[config.mk]
export PLATFORM = sky130hd
export DESIGN_NAME = device_id_line_framer
export DESIGN_NICKNAME = d
export VERILOG_FILES = /design/src/rtl/core/dilf_pkg.sv /design/src/rtl/core/dilf_ctrl.sv /design/src/rtl/core/dilf_dp.sv /design/src/rtl/core/device_id_line_framer.sv
export SDC_FILE = /design/constraint.sdc
export NUM_CORES = 1
export LEC_CHECK = 0
export BUFFER_PORTS_ARGS = -buffer_cell sky130_fd_sc_hd__buf_4
export CAP_MARGIN = 20
export CORE_MARGIN = 2
export CORE_UTILIZATION = 26
export CTS_CLUSTER_DIAMETER = 120
export CTS_CLUSTER_SIZE = 28
export DETAILED_ROUTE_END_ITERATION = 16
export GPL_TIMING_DRIVEN = 0
export PLACE_DENSITY_LB_ADDON = 0.2
export SLEW_MARGIN = 20
export SYNTH_ARGS = -nofsm -noshare
export SYNTH_HDL_FRONTEND = slang
export SYNTH_HIERARCHICAL = 1
export SYNTH_SLANG_ARGS = --single-unit
[constraint.sdc]
create_clock -name clk -period 16.05 [get_ports clk]
set_clock_uncertainty 0.15 [all_clocks]
set_input_delay 0.8025 -clock clk [delete_from_list [all_inputs] [get_ports clk]]
set_output_delay 0.8025 -clock clk [all_outputs]
set_load 0.03 [all_outputs]
[src/rtl/core/dilf_pkg.sv]
`timescale 1ns / 1ps

package dilf_pkg;

  localparam int LINE_CHARS_DEF = 32;
  localparam int ID_CHARS_DEF   = 10;

  localparam int ADDR_W = 4;

  localparam logic [7:0]  START_CHAR_RST = 8'd91;
  localparam logic [7:0]  END_CHAR_RST   = 8'd93;
  localparam logic [31:0] DEVICE_ID_RST  = 32'd0;
  localparam logic [15:0] DEAD_MS_RST    = 16'd1500;

  localparam logic [16:0] IDLE_MAX = 17'h1FFFF;

  localparam logic [7:0] CHAR_CTRL_MAX = 8'h1F;
  localparam logic [7:0] CHAR_DEL      = 8'h7F;
  localparam logic [7:0] CHAR_CR       = 8'h0D;
  localparam logic [7:0] CHAR_LF       = 8'h0A;
  localparam logic [7:0] CHAR_TAB      = 8'h09;
  localparam logic [7:0] CHAR_SPACE    = 8'h20;
  localparam logic [7:0] CHAR_PLUS     = 8'h2B;
  localparam logic [7:0] CHAR_MINUS    = 8'h2D;
  localparam logic [7:0] CHAR_ZERO     = 8'h30;
  localparam logic [7:0] CHAR_NINE     = 8'h39;
  localparam logic [7:0] CHAR_LC_A     = 8'h61;
  localparam logic [7:0] CHAR_LC_F     = 8'h66;
  localparam logic [7:0] CHAR_UC_A     = 8'h41;
  localparam logic [7:0] CHAR_UC_F     = 8'h46;
  localparam logic [7:0] CHAR_LC_X     = 8'h78;
  localparam logic [7:0] CASE_BIT      = 8'h20;
  localparam logic [5:0] DIGIT_NONE    = 6'd36;

  typedef enum logic [1:0] {
    OP_BYTE  = 2'd0,
    OP_TICK  = 2'd1,
    OP_START = 2'd2
  } op_t;

  typedef enum logic [1:0] {
    EV_CHAR  = 2'd0,
    EV_ALIVE = 2'd1,
    EV_DEAD  = 2'd2,
    EV_FAIL  = 2'd3
  } event_t;

  typedef enum logic [1:0] {
    REG_START_CHAR = 2'd0,
    REG_END_CHAR   = 2'd1,
    REG_DEVICE_ID  = 2'd2,
    REG_DEAD_MS    = 2'd3
  } reg_idx_t;

  typedef enum logic [1:0] {
    BASE_8,
    BASE_10,
    BASE_16
  } base_t;

  typedef enum logic [3:0] {
    ST_ENDED,
    ST_SEEK,
    ST_ID,
    ST_LINE,
    ST_FAULT,
    ST_PWS,
    ST_PSIGN,
    ST_PZERO,
    ST_PX,
    ST_PHEX,
    ST_PDIG,
    ST_PCMP,
    ST_FETCH,
    ST_PUT
  } state_t;

  typedef struct packed {
    logic [1:0] opcode;
    logic [7:0] rx_byte;
  } in_word_t;

  typedef struct packed {
    logic [1:0] event_res;
    logic [7:0] data_byte;
    logic       last;
  } out_word_t;

  typedef struct packed {
    logic   sess_clear;
    logic   idle_inc;
    logic   idle_clr;
    logic   id_clear;
    logic   id_wr;
    logic   line_clear;
    logic   line_wr;
    logic   alive_set;
    logic   parse_init;
    logic   p_inc;
    logic   neg_load;
    logic   base_load;
    base_t  base_val;
    logic   acc_step;
    logic   rd_clear;
    logic   rd_inc;
    logic   out_load;
    event_t out_ev;
    logic   out_char;
    logic   out_last;
  } cmd_t;

  typedef struct packed {
    logic out_free;
    logic timeout;
    logic alive;
    logic id_full;
    logic id_empty;
    logic line_full;
    logic line_empty;
    logic rx_start;
    logic rx_end;
    logic rx_print;
    logic rx_term;
    logic p_lt_n;
    logic c_space;
    logic c_sign;
    logic c_zero;
    logic c_x;
    logic c_hex;
    logic c_digit_ok;
    logic id_match;
    logic rd_last;
  } stat_t;

endpackage

[src/rtl/core/dilf_ctrl.sv]
`timescale 1ns / 1ps

module dilf_ctrl (
  input  logic             clk,
  input  logic             rst,
  input  logic             in_valid,
  input  logic [1:0]       opcode,
  input  dilf_pkg::stat_t  stat,
  output logic             in_ready,
  output dilf_pkg::cmd_t   cmd
);

  dilf_pkg::state_t state, state_next;

  always_ff @(posedge clk) begin
    if (rst) begin
      state <= dilf_pkg::ST_ENDED;
    end else begin
      state <= state_next;
    end
  end

  always_comb begin
    state_next = state;
    cmd        = '0;
    in_ready   = 1'b0;
    unique case (state)
      dilf_pkg::ST_ENDED, dilf_pkg::ST_SEEK, dilf_pkg::ST_ID,
      dilf_pkg::ST_LINE, dilf_pkg::ST_FAULT: begin
        in_ready = stat.out_free;
        if (in_valid && stat.out_free) begin
          if (opcode == dilf_pkg::OP_START) begin
            cmd.sess_clear = 1'b1;
            state_next     = dilf_pkg::ST_SEEK;
          end else if (state != dilf_pkg::ST_ENDED && opcode == dilf_pkg::OP_TICK) begin
            cmd.idle_inc = 1'b1;
            if (stat.timeout) begin
              cmd.out_load = 1'b1;
              cmd.out_ev   = stat.alive ? dilf_pkg::EV_DEAD : dilf_pkg::EV_FAIL;
              cmd.out_last = 1'b1;
              state_next   = dilf_pkg::ST_ENDED;
            end
          end else if (state != dilf_pkg::ST_ENDED && opcode == dilf_pkg::OP_BYTE) begin
            cmd.idle_clr = 1'b1;
            unique case (state)
              dilf_pkg::ST_FAULT: begin
                cmd.out_load = 1'b1;
                cmd.out_ev   = stat.alive ? dilf_pkg::EV_DEAD : dilf_pkg::EV_FAIL;
                cmd.out_last = 1'b1;
                state_next   = dilf_pkg::ST_ENDED;
              end
              dilf_pkg::ST_SEEK: begin
                if (stat.rx_start) begin
                  cmd.id_clear = 1'b1;
                  state_next   = dilf_pkg::ST_ID;
                end
              end
              dilf_pkg::ST_ID: begin
                if (stat.id_full) begin
                  state_next = dilf_pkg::ST_FAULT;
                end else if (stat.rx_end) begin
                  if (!stat.id_empty) begin
                    cmd.parse_init = 1'b1;
                    state_next     = dilf_pkg::ST_PWS;
                  end else begin
                    state_next = dilf_pkg::ST_SEEK;
                  end
                end else begin
                  cmd.id_wr = 1'b1;
                end
              end
              dilf_pkg::ST_LINE: begin
                if (stat.rx_print) begin
                  cmd.line_wr = !stat.line_full;
                end else if (stat.rx_term) begin
                  if (!stat.alive) begin
                    cmd.out_load  = 1'b1;
                    cmd.out_ev    = dilf_pkg::EV_ALIVE;
                    cmd.out_last  = stat.line_empty;
                    cmd.alive_set = 1'b1;
                  end
                  if (stat.line_empty) begin
                    state_next = dilf_pkg::ST_SEEK;
                  end else begin
                    cmd.rd_clear = 1'b1;
                    state_next   = dilf_pkg::ST_FETCH;
                  end
                end
              end
              default: begin
                state_next = dilf_pkg::ST_ENDED;
              end
            endcase
          end
        end
      end
      dilf_pkg::ST_PWS: begin
        if (stat.p_lt_n && stat.c_space) begin
          cmd.p_inc = 1'b1;
        end else begin
          state_next = dilf_pkg::ST_PSIGN;
        end
      end
      dilf_pkg::ST_PSIGN: begin
        if (stat.p_lt_n && stat.c_sign) begin
          cmd.neg_load = 1'b1;
          cmd.p_inc    = 1'b1;
        end
        state_next = dilf_pkg::ST_PZERO;
      end
      dilf_pkg::ST_PZERO: begin
        if (stat.p_lt_n && stat.c_zero) begin
          cmd.base_load = 1'b1;
          cmd.base_val  = dilf_pkg::BASE_8;
          cmd.p_inc     = 1'b1;
          state_next    = dilf_pkg::ST_PX;
        end else begin
          state_next = dilf_pkg::ST_PDIG;
        end
      end
      dilf_pkg::ST_PX: begin
        if (stat.p_lt_n && stat.c_x) begin
          cmd.p_inc  = 1'b1;
          state_next = dilf_pkg::ST_PHEX;
        end else begin
          state_next = dilf_pkg::ST_PDIG;
        end
      end
      dilf_pkg::ST_PHEX: begin
        if (stat.p_lt_n && stat.c_hex) begin
          cmd.base_load = 1'b1;
          cmd.base_val  = dilf_pkg::BASE_16;
          state_next    = dilf_pkg::ST_PDIG;
        end else begin
          state_next = dilf_pkg::ST_PCMP;
        end
      end
      dilf_pkg::ST_PDIG: begin
        if (stat.p_lt_n && stat.c_digit_ok) begin
          cmd.acc_step = 1'b1;
          cmd.p_inc    = 1'b1;
        end else begin
          state_next = dilf_pkg::ST_PCMP;
        end
      end
      dilf_pkg::ST_PCMP: begin
        if (stat.id_match) begin
          cmd.line_clear = 1'b1;
          state_next     = dilf_pkg::ST_LINE;
        end else begin
          state_next = dilf_pkg::ST_FAULT;
        end
      end
      dilf_pkg::ST_FETCH: begin
        state_next = dilf_pkg::ST_PUT;
      end
      dilf_pkg::ST_PUT: begin
        if (stat.out_free) begin
          cmd.out_load = 1'b1;
          cmd.out_ev   = dilf_pkg::EV_CHAR;
          cmd.out_char = 1'b1;
          cmd.out_last = stat.rd_last;
          cmd.rd_inc   = 1'b1;
          state_next   = stat.rd_last ? dilf_pkg::ST_SEEK : dilf_pkg::ST_FETCH;
        end
      end
      default: begin
        state_next = dilf_pkg::ST_ENDED;
      end
    endcase
  end

endmodule

[src/rtl/core/dilf_dp.sv]
`timescale 1ns / 1ps

module dilf_dp #(
  parameter int LINE_CHARS = dilf_pkg::LINE_CHARS_DEF,
  parameter int ID_CHARS   = dilf_pkg::ID_CHARS_DEF
) (
  input  logic                clk,
  input  logic                rst,
  input  dilf_pkg::cmd_t      cmd,
  input  logic [7:0]          rx_byte,
  input  logic [7:0]          start_char,
  input  logic [7:0]          end_char,
  input  logic signed [31:0]  device_id,
  input  logic [15:0]         dead_after_ms,
  input  logic                out_ready,
  output dilf_pkg::stat_t     stat,
  output logic                out_valid,
  output dilf_pkg::out_word_t out_data
);

  localparam int IW  = $clog2(ID_CHARS);
  localparam int ICW = $clog2(ID_CHARS + 1);
  localparam int LW  = (LINE_CHARS > 1) ? $clog2(LINE_CHARS) : 1;
  localparam int LCW = $clog2(LINE_CHARS + 1);

  function automatic logic [5:0] digit_value(input logic [7:0] ch);
    logic [5:0] v;
    if (ch >= dilf_pkg::CHAR_ZERO && ch <= dilf_pkg::CHAR_NINE) begin
      v = 6'(ch - dilf_pkg::CHAR_ZERO);
    end else if (ch >= dilf_pkg::CHAR_LC_A && ch <= dilf_pkg::CHAR_LC_F) begin
      v = 6'(ch - dilf_pkg::CHAR_LC_A) + 6'd10;
    end else if (ch >= dilf_pkg::CHAR_UC_A && ch <= dilf_pkg::CHAR_UC_F) begin
      v = 6'(ch - dilf_pkg::CHAR_UC_A) + 6'd10;
    end else begin
      v = dilf_pkg::DIGIT_NONE;
    end
    return v;
  endfunction

  logic [7:0]       id_mem [ID_CHARS];
  logic [ICW-1:0]   id_count;
  logic [ICW-1:0]   p;
  logic [ICW-1:0]   p_next;
  logic [7:0]       line_mem [LINE_CHARS];
  logic [7:0]       line_q;
  logic [LCW-1:0]   line_count;
  logic [LW-1:0]    rd;
  logic             alive;
  logic [16:0]      idle_ms;
  logic [16:0]      idle_sat;
  logic [31:0]      acc;
  logic [31:0]      acc_mul;
  logic [31:0]      acc_next;
  logic [31:0]      acc_signed;
  logic             neg;
  dilf_pkg::base_t  base;
  logic [5:0]       base_num;
  logic [7:0]       c;
  logic [5:0]       c_val;

  assign p_next = cmd.parse_init ? '0 : (cmd.p_inc ? p + ICW'(1) : p);
  assign c_val  = digit_value(c);

  always_comb begin
    unique case (base)
      dilf_pkg::BASE_8: begin
        acc_mul  = acc << 3;
        base_num = 6'd8;
      end
      dilf_pkg::BASE_16: begin
        acc_mul  = acc << 4;
        base_num = 6'd16;
      end
      default: begin
        acc_mul  = (acc << 3) + (acc << 1);
        base_num = 6'd10;
      end
    endcase
  end

  assign acc_next   = acc_mul + {26'd0, c_val};
  assign acc_signed = neg ? (32'd0 - acc) : acc;
  assign idle_sat   = (idle_ms == dilf_pkg::IDLE_MAX) ? idle_ms : idle_ms + 17'd1;

  always_comb begin
    stat            = '0;
    stat.out_free   = !out_valid || out_ready;
    stat.timeout    = idle_sat > {1'b0, dead_after_ms};
    stat.alive      = alive;
    stat.id_full    = id_count == ICW'(ID_CHARS);
    stat.id_empty   = id_count == '0;
    stat.line_full  = line_count == LCW'(LINE_CHARS);
    stat.line_empty = line_count == '0;
    stat.rx_start   = rx_byte == start_char;
    stat.rx_end     = rx_byte == end_char;
    stat.rx_print   = rx_byte > dilf_pkg::CHAR_CTRL_MAX && rx_byte < dilf_pkg::CHAR_DEL;
    stat.rx_term    = rx_byte == dilf_pkg::CHAR_CR || rx_byte == dilf_pkg::CHAR_LF;
    stat.p_lt_n     = p < id_count;
    stat.c_space    = c == dilf_pkg::CHAR_SPACE ||
                      (c >= dilf_pkg::CHAR_TAB && c <= dilf_pkg::CHAR_CR);
    stat.c_sign     = c == dilf_pkg::CHAR_PLUS || c == dilf_pkg::CHAR_MINUS;
    stat.c_zero     = c == dilf_pkg::CHAR_ZERO;
    stat.c_x        = (c | dilf_pkg::CASE_BIT) == dilf_pkg::CHAR_LC_X;
    stat.c_hex      = c_val < 6'd16;
    stat.c_digit_ok = c_val < base_num;
    stat.id_match   = acc_signed == $unsigned(device_id);
    stat.rd_last    = ({1'b0, LCW'(rd)} + {{LCW{1'b0}}, 1'b1}) == {1'b0, line_count};
  end

  always_ff @(posedge clk) begin
    if (rst) begin
      id_count   <= '0;
      line_count <= '0;
      alive      <= 1'b0;
      idle_ms    <= '0;
    end else if (cmd.sess_clear) begin
      id_count   <= '0;
      line_count <= '0;
      alive      <= 1'b0;
      idle_ms    <= '0;
    end else begin
      if (cmd.idle_inc) begin
        idle_ms <= idle_sat;
      end else if (cmd.idle_clr) begin
        idle_ms <= '0;
      end
      if (cmd.id_clear) begin
        id_count <= '0;
      end else if (cmd.id_wr) begin
        id_count <= id_count + ICW'(1);
      end
      if (cmd.line_clear) begin
        line_count <= '0;
      end else if (cmd.line_wr) begin
        line_count <= line_count + LCW'(1);
      end
      if (cmd.alive_set) begin
        alive <= 1'b1;
      end
    end
  end

  always_ff @(posedge clk) begin
    if (rst) begin
      p <= '0;
    end else begin
      p <= p_next;
    end
  end

  always_ff @(posedge clk) begin
    if (cmd.parse_init) begin
      acc  <= '0;
      neg  <= 1'b0;
      base <= dilf_pkg::BASE_10;
    end else begin
      if (cmd.acc_step) begin
        acc <= acc_next;
      end
      if (cmd.neg_load) begin
        neg <= c == dilf_pkg::CHAR_MINUS;
      end
      if (cmd.base_load) begin
        base <= cmd.base_val;
      end
    end
  end

  always_ff @(posedge clk) begin
    if (rst) begin
      rd <= '0;
    end else if (cmd.rd_clear) begin
      rd <= '0;
    end else if (cmd.rd_inc) begin
      rd <= rd + LW'(1);
    end
  end

  always_ff @(posedge clk) begin
    if (cmd.id_wr) begin
      id_mem[id_count[IW-1:0]] <= rx_byte;
    end
    c <= id_mem[p_next[IW-1:0]];
  end

  always_ff @(posedge clk) begin
    if (cmd.line_wr) begin
      line_mem[line_count[LW-1:0]] <= rx_byte;
    end
    line_q <= line_mem[rd];
  end

  always_ff @(posedge clk) begin
    if (rst) begin
      out_valid <= 1'b0;
    end else if (cmd.out_load) begin
      out_valid <= 1'b1;
    end else if (out_ready) begin
      out_valid <= 1'b0;
    end
  end

  always_ff @(posedge clk) begin
    if (cmd.out_load) begin
      out_data.event_res <= cmd.out_ev;
      out_data.data_byte <= cmd.out_char ? line_q : 8'd0;
      out_data.last      <= cmd.out_last;
    end
  end

endmodule

[src/rtl/core/device_id_line_framer.sv]
`timescale 1ns / 1ps

// Frames a serial device stream into text lines after an identifier handshake.
// Input channel (in_valid/in_ready/in_data): one word per received byte,
// millisecond tick or session start. Output channel (out_valid/out_ready/
// out_data): line characters and alive/dead/fail events, last set on the
// final word caused by an input word. APB port: start_char, end_char,
// device_id, dead_after_ms at byte addresses 0, 4, 8, 12.
// A result caused directly by an input word is in the output register in the
// cycle after acceptance. Most input words leave the controller in a state
// that takes the next word. The end character of an identifier starts a parse
// that walks the stored characters with in_ready low. A line terminator emits
// the alive event if the session is not yet alive, then each stored character
// through the FETCH and PUT states (line memory has a registered read port).
// Reset: registers return to their defaults, no session is open, and input
// bytes and ticks are ignored until a session start word arrives.
// Stall: in_ready stays low while the output register holds a word that
// the receiver has not taken; line emission pauses until it is taken.
module device_id_line_framer #(
  parameter int LINE_CHARS = dilf_pkg::LINE_CHARS_DEF,
  parameter int ID_CHARS   = dilf_pkg::ID_CHARS_DEF
) (
  input  logic                        clk,
  input  logic                        rst,
  input  logic                        in_valid,
  output logic                        in_ready,
  input  dilf_pkg::in_word_t          in_data,
  output logic                        out_valid,
  input  logic                        out_ready,
  output dilf_pkg::out_word_t         out_data,
  input  logic                        psel,
  input  logic                        penable,
  input  logic                        pwrite,
  input  logic [dilf_pkg::ADDR_W-1:0] paddr,
  input  logic [31:0]                 pwdata,
  output logic [31:0]                 prdata,
  output logic                        pready
);

  logic [7:0]         start_char;
  logic [7:0]         end_char;
  logic signed [31:0] device_id;
  logic [15:0]        dead_after_ms;
  dilf_pkg::reg_idx_t reg_idx;
  dilf_pkg::cmd_t     cmd;
  dilf_pkg::stat_t    stat;

  assign pready  = 1'b1;
  assign reg_idx = dilf_pkg::reg_idx_t'(paddr[3:2]);

  always_ff @(posedge clk) begin
    if (rst) begin
      start_char    <= dilf_pkg::START_CHAR_RST;
      end_char      <= dilf_pkg::END_CHAR_RST;
      device_id     <= dilf_pkg::DEVICE_ID_RST;
      dead_after_ms <= dilf_pkg::DEAD_MS_RST;
    end else if (psel && penable && pwrite && pready) begin
      unique case (reg_idx)
        dilf_pkg::REG_START_CHAR: start_char    <= pwdata[7:0];
        dilf_pkg::REG_END_CHAR:   end_char      <= pwdata[7:0];
        dilf_pkg::REG_DEVICE_ID:  device_id     <= pwdata;
        dilf_pkg::REG_DEAD_MS:    dead_after_ms <= pwdata[15:0];
        default:                  start_char    <= start_char;
      endcase
    end
  end

  always_comb begin
    unique case (reg_idx)
      dilf_pkg::REG_START_CHAR: prdata = {24'd0, start_char};
      dilf_pkg::REG_END_CHAR:   prdata = {24'd0, end_char};
      dilf_pkg::REG_DEVICE_ID:  prdata = device_id;
      dilf_pkg::REG_DEAD_MS:    prdata = {16'd0, dead_after_ms};
      default:                  prdata = 32'd0;
    endcase
  end

  dilf_ctrl u_ctrl (
    .clk      (clk),
    .rst      (rst),
    .in_valid (in_valid),
    .opcode   (in_data.opcode),
    .stat     (stat),
    .in_ready (in_ready),
    .cmd      (cmd)
  );

  dilf_dp #(
    .LINE_CHARS (LINE_CHARS),
    .ID_CHARS   (ID_CHARS)
  ) u_dp (
    .clk           (clk),
    .rst           (rst),
    .cmd           (cmd),
    .rx_byte       (in_data.rx_byte),
    .start_char    (start_char),
    .end_char      (end_char),
    .device_id     (device_id),
    .dead_after_ms (dead_after_ms),
    .out_ready     (out_ready),
    .stat          (stat),
    .out_valid     (out_valid),
    .out_data      (out_data)
  );

  a_ready_needs_room: assert property (@(posedge clk) disable iff (rst)
    in_ready |-> (!out_valid || out_ready))
    else $error("input taken while output register is blocked");

  a_start_silent: assert property (@(posedge clk) disable iff (rst)
    (in_valid && in_ready && in_data.opcode == dilf_pkg::OP_START) |=> !out_valid)
    else $error("session start produced a result");

  a_end_is_last: assert property (@(posedge clk) disable iff (rst)
    (out_valid && (out_data.event_res == dilf_pkg::EV_DEAD ||
                   out_data.event_res == dilf_pkg::EV_FAIL)) |-> out_data.last)
    else $error("session end word not marked last");

  a_event_data_zero: assert property (@(posedge clk) disable iff (rst)
    (out_valid && out_data.event_res != dilf_pkg::EV_CHAR) |-> (out_data.data_byte == 8'd0))
    else $error("event word carries data");

endmodule
==> metrics.txt <==
CP required around 16000 ps; Hold Path Class primary input to flip-flop; Syn. warnings 6; Avg Cell Area, Syn 11.74 sq um; Slew @ Worst Pin 1192 ps; post-synth net total around 2400; Comb power frac 3.6%; root buf cell clkbuf_16; Tmin final 6976 ps; register area share after synthesis between 50 and 60%; Post-synth EDFFs ~350; top-count cell post-synth edfxtp_1; clk slew on worst S/H paths 120 ps; routed vias/inst 4.898; status finished, final reports clean; die height between 300 and 400 microns; PnR Total Power 2.165 mW; Tcrit/Tclk final 43.46%; RSZ-0062 raised after global routing no; crit path cell chain buf_2 > buf_2 > buf_1 > buf_2 > buf_2 > buf_1 > buf_1 > nand3_1 > a21o_1 > a211oi_1 > mux2i_1 > nor3_1 > a21oi_1 > nor2b_1 > xnor2_1 > nor2_1 > clkbuf_1 > mux4_2 > a211oi_1 > a21oi_1; Worst Setup SP u_dp/base[0]; CP most frequent cell buf_2; layout cells sized above 1 between 10 and 15%; RD Place Congestion 0.8643; Final Hold Vio Count 0; first-pass GRT wire length 116300 microns; Rel. slew slack a little under 20%; CTS Hold Bufs 0; FF+latch count, synth 504; register area between 10000 and 15000 sq um; Post-CTS Setup Bufs 0; vias in the first global route 18660; setup slack at placement 8989 ps; die width 325.6 microns; Worst path slowest cell nor2_1; leading area contributor after synthesis edfxtp_1; final setup vio count 0; largest net degree at the start of global routing 48; DR WL/cell 20.16 microns; DRT Pass-1 Iters 7; Pint about 1.7 mW; gr ovfl total 0; Total Negative Setup Slacks 0 ps; HP Start pwdata[22]; via count 18600; ys flop type edfxtp_1; Hold Slack 306.3 ps; Seq pwr share 64.2%; area of the die 106000 sq um; fmax about 140 MHz; leakage around 10 nW; multi-input combinational cell area about 12000 sq um; ys async rst share 0%; H-tree levels 1; Initial Util 26.32%; Max-Cap Viols 0; Total GRT Usage 13.96%; # DRC 0; Post-synth top cells edfxtp_1, nor2_1, dfxtp_1; PD cells 72.07 nW/um^2; clk buf depth 3; switching part of the total 22.27%; Detail Placement HPWL approximately 56000 microns; NumNets Final 2540; CTS Sinks 504; io pins 99; post_cts resized 0; Area Growth Syn to Fin 11.73%; Post-Syn Area about 27000 sq um; crit path capture type flip-flop; clock share of power 32.2%; Rows 117; Synth Instances 2290; Slew Viols, Final 0; post-route core utilization 29.41%; share of the synthesized area in the top cell type 38.75%; count of cell types in the netlist 105; worst path arrival time 7280 ps; worst stage delay on the critical path 670 ps; number of CTS-inserted buffers 22; core area 102200 sq um; reg2reg start u_dp/base[0]; final antenna-violating net count 0; insertion delay to the later sink of the worst-skew pair 620 ps; largest cells by area after synthesis edfxtp_1, dfxtp_1, mux4_2; wirelength, routed 76550 microns; antenna violations before repair 3; critical path fanouts, max 10; worst setup margin 9074 ps; Worst VDD drop 0.00007950 V; Port Buffer Count 95; critical path type flip-flop to flip-flop; startpoint types flip-flop; Sw Pwr 0.4823 mW; DRT iter0 DRCs roughly 1500; CTS tree yes; fill cell count 10660
==> power by group through the flow <==
stage | registers, mW | clock network (mW) | logic (mW)
floorplan | 1.42 | 0 | 0.0345
finish | 1.39 | 0.698 | 0.0780
detailed placement | 1.42 | 0 | 0.0793
CTS | 1.39 | 0.723 | 0.0796
global placement | 1.42 | 0 | 0.0775
global route | 1.39 | 0.763 | 0.0848
==> final timing paths <==
kind,endpoint,slack (ps),depth (start not counted)
setup / recovery,u_dp/c[5],9070,20
hold / removal,device_id[22],310,3
setup reg to reg,u_dp/c[5],9070,20
hold reg to reg,u_dp/alive,340,2
==> kinds of logic (layout without fill, tap and decap cells) <==
group / count (synthesis) / in the layout / share of synthesized area, %
adders and majority gates: 76 / 76 / 3.592
DFF: 504 / 504 / 50.43
buffers and inverters: 201 / 337 / 3.252
other: 2 / 5 / 0.02793
xor gates and xnor gates: 137 / 137 / 4.462
and+or+nand+nor: 759 / 759 / 15.23
AOI/OAI and AO/OA: 398 / 398 / 10.17
muxes: 213 / 213 / 12.84
==> per-layer routing <==
layer,routed length [microns],global-route usage (%),vias up
li1,-,-,8809
met1,35470,19.11,9337
met2,36230,23.43,377
met3,3309,2.089,75
met4,1542,2.785,0
met5,0,0,-
==> layout by cell type, fill, tap and decap left out, types with 28 or more instances in the layout <==
master / n
clkbuf_1: 93
mux2i_1: 94
dfxtp_1: 157
nand4_1: 28
a21oi_1: 101
nand2b_1: 82
xnor2_1: 89
buf_4: 102
mux4_2: 104
and2_1: 37
a211oi_1: 41
nor2_1: 201
xor2_1: 48
buf_2: 29
ha_1: 74
nor3_1: 47
nand3_1: 49
nand2_1: 115
edfxtp_1: 347
o21ai_0: 82
inv_1: 61
nor2b_1: 41
==> state kept, by name, summed over array words and instances, names as in the netlist, 2 cells and up <==
name / flops
u_dp/line_mem: 256
u_dp/id_mem: 80
device_id: 32
u_dp/acc: 32
u_dp/idle_ms: 17
dead_after_ms: 16
u_dp/out_data: 11
end_char: 8
start_char: 8
u_dp/c: 8
u_dp/line_q: 8
u_dp/line_count: 6
u_dp/rd: 5
u_ctrl/state: 4
u_dp/id_count: 4
u_dp/p: 4
u_dp/base: 2
==> per-stage QoR <==
stage               area [sq um]  std cells
floorplan                  26890       2290
CTS                        30030       3794
finish                     30050       3797
detailed placement         29360       3755
global placement           29320       3753
global route               30040       3794
==> critical path, delay by kind of cell (launching register included) <==
family                 cells  cell delay (ps)
buffers and inverters      8             3180
flip-flops                 1              330
AO/OA/AOI/OAI              5             1020
multiplexers               2              710
XOR/XNOR                   1              160
AND/OR/NAND/NOR            4             1270
==> area by class of cell <==
cell class | count | area share (%)
antenna | 3 | 0.02498
clock inverter | 3 | 0.2040
sequential | 504 | 45.14
timing repair buffer | 97 | 2.448
inverter | 64 | 0.7995
clock buffer | 36 | 2.007
buffer | 137 | 2.124
tap | 1368 | 5.696
multi-input combinational | 1585 | 41.56
Power figures use the tool's default switching activity.
